File: src/design/linear_probe_hash_table_macros.svh
// Assertion macros for the linear probe hash table.
`ifndef LINEAR_PROBE_HASH_TABLE_MACROS_SVH
`define LINEAR_PROBE_HASH_TABLE_MACROS_SVH
`ifndef SYNTHESIS
`define LPHT_ASSERT_IMP(label, ante, cons) \
  label: assert property (@(posedge clk) disable iff (!rst_n) (ante) |-> (cons)) \
    else $error("lpht: check failed");
`define LPHT_ASSERT_NXT(label, ante, cons) \
  label: assert property (@(posedge clk) disable iff (!rst_n) (ante) |=> (cons)) \
    else $error("lpht: check failed");
`else
`define LPHT_ASSERT_IMP(label, ante, cons)
`define LPHT_ASSERT_NXT(label, ante, cons)
`endif
`endif

File: src/design/lpht_pkg.sv
// Types, constants and helpers shared by the linear probe hash table.
package lpht_pkg;

  localparam int SLOTS   = 1024;
  localparam int SLOT_W  = $clog2(SLOTS);
  localparam int CNT_W   = $clog2(SLOTS + 1);
  localparam int SLOT_FW = 10;
  localparam int CNT_FW  = 11;
  localparam int KEY_W   = 31;
  localparam int VAL_W   = 32;
  localparam int QDEPTH  = 2;
  localparam int QPTR_W  = $clog2(QDEPTH);
  localparam int QCNT_W  = $clog2(QDEPTH + 1);

  typedef enum logic [1:0] {
    OPC_INSERT = 2'd0,
    OPC_SEARCH = 2'd1,
    OPC_REMOVE = 2'd2,
    OPC_SPARE  = 2'd3
  } opcode_t;

  typedef enum logic [1:0] {
    ST_OK   = 2'd0,
    ST_MISS = 2'd1,
    ST_FULL = 2'd2
  } status_t;

  typedef enum logic [1:0] {
    MK_FREE = 2'd0,
    MK_USED = 2'd1,
    MK_GONE = 2'd2
  } mark_t;

  typedef enum logic [1:0] {
    KIND_INSERT,
    KIND_SEARCH,
    KIND_REMOVE
  } kind_t;

  typedef enum logic [1:0] {
    BK_CLEAR,
    BK_IDLE,
    BK_PROBE
  } back_state_t;

  typedef struct packed {
    logic [1:0]              op;
    logic [KEY_W-1:0]        key;
    logic signed [VAL_W-1:0] value;
  } in_item_t;

  typedef struct packed {
    status_t             status;
    logic [SLOT_FW-1:0]  slot;
    logic [CNT_FW-1:0]   stored_count;
  } out_item_t;

  typedef struct packed {
    kind_t                   kind;
    logic [KEY_W-1:0]        key;
    logic signed [VAL_W-1:0] value;
    logic [SLOT_W-1:0]       home;
  } cmd_t;

  typedef struct packed {
    mark_t            mark;
    logic [KEY_W-1:0] key;
  } slot_ent_t;

  function automatic logic [SLOT_W-1:0] next_slot(input logic [SLOT_W-1:0] pos);
    logic [SLOT_W-1:0] nxt;
    if (pos == SLOT_W'(SLOTS - 1)) begin
      nxt = '0;
    end else begin
      nxt = pos + 1'b1;
    end
    return nxt;
  endfunction

endpackage

File: src/design/lpht_front.sv
// Front end: accepts input beats, decodes the op, computes the home slot and queues commands.
module lpht_front import lpht_pkg::*; (
  input  logic     clk,
  input  logic     rst_n,
  input  logic     in_valid,
  output logic     in_stall,
  input  in_item_t in_item,
  output logic     cmd_valid,
  output cmd_t     cmd,
  input  logic     cmd_pop
);

  cmd_t              q_mem_r [QDEPTH];
  logic [QPTR_W-1:0] wr_ptr_r, wr_ptr_nxt;
  logic [QPTR_W-1:0] rd_ptr_r, rd_ptr_nxt;
  logic [QCNT_W-1:0] cnt_r, cnt_nxt;
  logic              push;
  cmd_t              dec;

  assign in_stall  = (cnt_r == QCNT_W'(QDEPTH));
  assign push      = in_valid && !in_stall;
  assign cmd_valid = (cnt_r != '0);
  assign cmd       = q_mem_r[rd_ptr_r];

  always_comb begin
    dec.key   = in_item.key;
    dec.value = in_item.value;
    dec.home  = SLOT_W'(in_item.key % SLOTS);
    unique case (opcode_t'(in_item.op))
      OPC_INSERT: dec.kind = KIND_INSERT;
      OPC_REMOVE: dec.kind = KIND_REMOVE;
      OPC_SEARCH: dec.kind = KIND_SEARCH;
      default:    dec.kind = KIND_SEARCH;
    endcase
  end

  always_comb begin
    wr_ptr_nxt = push ? wr_ptr_r + 1'b1 : wr_ptr_r;
    rd_ptr_nxt = cmd_pop ? rd_ptr_r + 1'b1 : rd_ptr_r;
    cnt_nxt    = cnt_r + QCNT_W'(push) - QCNT_W'(cmd_pop);
  end

  always_ff @(posedge clk) begin
    if (!rst_n) begin
      wr_ptr_r <= '0;
      rd_ptr_r <= '0;
      cnt_r    <= '0;
    end else begin
      wr_ptr_r <= wr_ptr_nxt;
      rd_ptr_r <= rd_ptr_nxt;
      cnt_r    <= cnt_nxt;
    end
  end

  always_ff @(posedge clk) begin
    if (push) begin
      q_mem_r[wr_ptr_r] <= dec;
    end
  end

endmodule

File: config.mk
export PLATFORM = sky130hd
export DESIGN_NAME = lpht_front
export DESIGN_NICKNAME = d
export VERILOG_FILES = /design/src/design/linear_probe_hash_table_macros.svh /design/src/design/lpht_pkg.sv /design/src/design/lpht_front.sv
export SDC_FILE = /design/constraint.sdc
export NUM_CORES = 1
export LEC_CHECK = 0
export ABC_AREA = 1
export BUFFER_PORTS_ARGS = -buffer_cell sky130_fd_sc_hd__buf_2
export CAP_MARGIN = 30
export CORE_MARGIN = 2
export CORE_UTILIZATION = 40
export DETAILED_ROUTE_END_ITERATION = 6
export PLACE_DENSITY = 0.72
export SYNTH_ARGS = -nofsm -noshare
export SYNTH_HDL_FRONTEND = slang
export SYNTH_SLANG_ARGS = --single-unit
File: constraint.sdc
create_clock -name clk -period 6.1 [get_ports clk]
set_clock_uncertainty 0.1 [all_clocks]
set_input_delay 0.305 -clock clk [delete_from_list [all_inputs] [get_ports clk]]
set_output_delay 0.305 -clock clk [all_outputs]
set_load 0.02 [all_outputs]
==> impl_metrics.xml <==
<?xml version="1.0" encoding="UTF-8"?>
<metrics>
  <group name="outcome">
    <metric name="outcome" unit="">completed</metric>
  </group>
  <group name="setup_path">
    <metric name="crit_path_max_incr_delay" unit="ns">0.68</metric>
    <metric name="worst_path_max_delay_cell" unit="">dfxtp_4</metric>
    <metric name="arrival" unit="ns">2.32</metric>
    <metric name="timing.critical_path.required" unit="ns">5.69</metric>
    <metric name="critPathLaunchType" unit="">register</metric>
    <metric name="setup.worst_path.end_class" unit="">output port</metric>
    <metric name="path_cells" unit="">buf_4 -&gt; mux2_2 -&gt; buf_2</metric>
    <metric name="critPathTopFamily" unit="">buffers and inverters</metric>
    <metric name="critical_path_peak_fanout" unit="">35</metric>
    <metric name="path_class" unit="">reg -&gt; out</metric>
    <metric name="cp.buffers_inverters" unit="">2</metric>
  </group>
  <group name="clock_network">
    <metric name="postCtsSetupRepairBufs" unit="">0</metric>
    <metric name="cts-buffers-inserted" unit="">17</metric>
    <metric name="clockRootBuffer" unit="">clkbuf_16</metric>
    <metric name="cts_resized" unit="">0</metric>
    <metric name="ctsLongestPathBuffers" unit="">2</metric>
    <metric name="worstSkewPairLatency" unit="ns">0.41</metric>
    <metric name="clock_tree.htree_level_count" unit="">4</metric>
    <metric name="cts_tree" unit="">done</metric>
    <metric name="cts.reportedPaths.clkPinSlew" unit="ns">0.05</metric>
    <metric name="numClockSinks" unit="">135</metric>
  </group>
  <group name="routing">
    <metric name="drc" unit="">0</metric>
    <metric name="drt-total-wl" unit="um">9370</metric>
    <metric name="route.detailed.wl_per_inst" unit="um">14.5</metric>
    <metric name="drtIter0Drc" unit="">146</metric>
    <metric name="drt_first_pass_iters" unit="">4</metric>
    <metric name="vias_per_cell" unit="">4.46</metric>
    <metric name="route.vias.total" unit="">2885</metric>
    <metric name="final_antenna_net_count" unit="">0</metric>
  </group>
  <group name="synth">
    <metric name="synthesis.nets" unit="">321</metric>
    <metric name="yosys-top-cells-area" unit="">edfxtp_1, mux2_4, mux2_2</metric>
    <metric name="synthDistinctLibCells" unit="">14</metric>
    <metric name="synth_edf_count" unit="">130</metric>
    <metric name="synth_top_cell_by_area" unit="">edfxtp_1</metric>
    <metric name="yosys-top-cells-count" unit="">edfxtp_1, mux2_4, mux2_2</metric>
    <metric name="mappedNetlistArea" unit="sq mm">0.00522</metric>
    <metric name="avgSynthCellArea" unit="sq um">20.9</metric>
    <metric name="synth_top_area_share" unit="%">74.8</metric>
    <metric name="async_flop_share" unit="%">0</metric>
    <metric name="synth_top_flop_cell" unit="">edfxtp_1</metric>
    <metric name="yosysMostFrequentCell" unit="">edfxtp_1</metric>
    <metric name="synth_cells" unit="">250</metric>
    <metric name="ys_seq_elements" unit="">135</metric>
    <metric name="synth.yosys.warnings" unit="">0</metric>
    <metric name="yosysSeqAreaShare" unit="%">76.7</metric>
  </group>
  <group name="final_layout">
    <metric name="multi_input_comb_area" unit="sq mm">0.00104</metric>
    <metric name="flow.area_growth_from_synthesis" unit="%">39.0</metric>
    <metric name="fillerInstances" unit="">968</metric>
    <metric name="final_net_count" unit="">534</metric>
    <metric name="seq_area" unit="sq mm">0.00401</metric>
    <metric name="final_layout_size_suffix_gt1_share" unit="%">50.9</metric>
    <metric name="inserted_diodes" unit="">0</metric>
    <metric name="post-route-util" unit="%">57.2</metric>
    <metric name="finish.instance_area" unit="sq mm">0.00725</metric>
  </group>
  <group name="place">
    <metric name="place.detailed.hpwl" unit="um">5840</metric>
    <metric name="preCtsSetupSlack" unit="ns">3.67</metric>
    <metric name="dpl-instance-area" unit="sq mm">0.00604</metric>
    <metric name="buffer_ports.inserted" unit="">145</metric>
    <metric name="gp_routability_congestion" unit="">0.649</metric>
  </group>
  <group name="global_routing">
    <metric name="globalRouteTotalUtil" unit="%">14.2</metric>
    <metric name="maximum_number_of_pins_on_one_net_before_global_route_repair" unit="">37</metric>
    <metric name="grt_antenna_before_repair" unit="">0</metric>
    <metric name="grt-ovfl-total" unit="">0</metric>
    <metric name="grt_first_pass_wirelength" unit="um">15000</metric>
    <metric name="first_global_vias" unit="">3068</metric>
  </group>
  <group name="timing">
    <metric name="report.final.slew_viol_count" unit="">0</metric>
    <metric name="final_sum_of_negative_setup_slack" unit="ns">0</metric>
    <metric name="setup-violations-final" unit="">0</metric>
    <metric name="max_slew.worst_pin.slew" unit="ns">0.880</metric>
    <metric name="timing_hold_violations_final" unit="">0</metric>
    <metric name="timing.final.ws_setup" unit="ns">3.37</metric>
    <metric name="maxClockFrequency" unit="MHz">366</metric>
    <metric name="finalWorstPathRequiredPeriod" unit="ns">2.73</metric>
    <metric name="finalCritPeriodShare" unit="%">44.7</metric>
    <metric name="slew-limit-headroom" unit="%">41.2</metric>
    <metric name="fin_worst_hold_slack" unit="ns">0.0368</metric>
    <metric name="grt_setup_unrepaired" unit="">false</metric>
  </group>
  <group name="flow_run">
    <metric name="drv_cap" unit="">0</metric>
  </group>
  <group name="floorplanning">
    <metric name="placement_rows" unit="">41</metric>
    <metric name="die_w" unit="um">118</metric>
    <metric name="dieArea" unit="sq mm">0.0140</metric>
    <metric name="initial_core_util" unit="%">41.2</metric>
    <metric name="num_ports" unit="">146</metric>
    <metric name="chipHeight" unit="um">118</metric>
    <metric name="core_area" unit="sq mm">0.0127</metric>
  </group>
  <group name="worst_hold_path">
    <metric name="worst_hold_path_type" unit="">in -&gt; reg</metric>
  </group>
  <group name="power_and_ir_drop">
    <metric name="leakage_component_of_the_power" unit="nW">2.93</metric>
    <metric name="worst_ir_drop_vdd" unit="mV">0.210</metric>
    <metric name="p_per_area" unit="mW/mm^2">342</metric>
  </group>
</metrics>
==> kinds of logic after synthesis <==
family,synth area share [%]
AND/OR/NAND/NOR,1.42
adder cells (fa/ha/maj),0.480
AO/OA/AOI/OAI,0.192
flip-flops,76.7
multiplexers,17.6
buffers and inverters,3.55
==> report_power, final <==
| group | internal (mW) | switching (mW) | total [mW] |
|---|---|---|---|
| registers | 1.11 | 0.0280 | 1.14 |
| clock network | 0.633 | 0.345 | 0.978 |
| logic | 0.165 | 0.200 | 0.364 |
| total | 1.91 | 0.572 | 2.48 |
==> per-layer routing <==
layer  wire [um]  global-route usage [%]
met3         579                    5.79
met5           0                       0
met4         158                    6.10
met2        4890                    24.3
met1        3740                    15.4
==> layout make-up <==
type / instances / area share (%)
inverter: 9 / 0.466
sequential: 135 / 55.3
multi-input combinational: 88 / 14.3
tap: 172 / 2.97
clock buffer: 20 / 6.02
clock inverter: 11 / 1.83
timing repair buffer: 212 / 19.2
==> worst paths after layout <==
| path | start | end | slack [ns] | depth (start not counted) |
|---|---|---|---|---|
| max | register | cmd[40] | 3.37 | 3 |
| min | rst_n | cnt_r[0] | 0.04 | 3 |
| max reg2reg | cnt_r[0] | q_mem_r[0][53] | 3.73 | 5 |
| min reg2reg | rd_ptr_r | rd_ptr_r | 0.40 | 2 |
==> cell usage in the layout (no fill, tap or decap) <==
cell type	n
clkinv_2	4
mux2_4	50
dlygate4sd3_1	64
a21oi_1	2
inv_1	8
edfxtp_1	130
bufinv_16	3
nor2_1	6
buf_2	145
clkbuf_16	17
nand3_1	2
ha_1	2
buf_4	3
clkbuf_1	3
mux2_2	15
nor2_4	1
nand2_1	10
inv_2	1
clkinvlp_4	2
clkinv_1	2
dfxtp_4	1
dfxtp_1	4
==> sequential cells by signal, indices dropped and copies added, names as in the netlist, named ones only <==
| name | cells |
|---|---|
| rd_ptr_r | 1 |
| cnt_r | 2 |
| q_mem_r | 130 |
| wr_ptr_r | 1 |
==> per-stage QoR <==
stage	cells	power, mW
after global routing	647	2.58
final	647	2.48
after detailed placement	552	1.49
after floorplan	250	1.40
after global placement	552	1.48
after CTS	647	2.51
==> worst min-delay path: stages <==
cell     delay [ns]
buf_2          0.12
nand2_1        0.05
inv_1          0.04
==> repair_timing <==
item / in CTS / in global routing
hold buffers: 64 / 0
endpoints found under the setup margin: 0 / 0
endpoints found under the hold margin: 128 / 0
No activity file was read; power rests on OpenSTA's default activity.
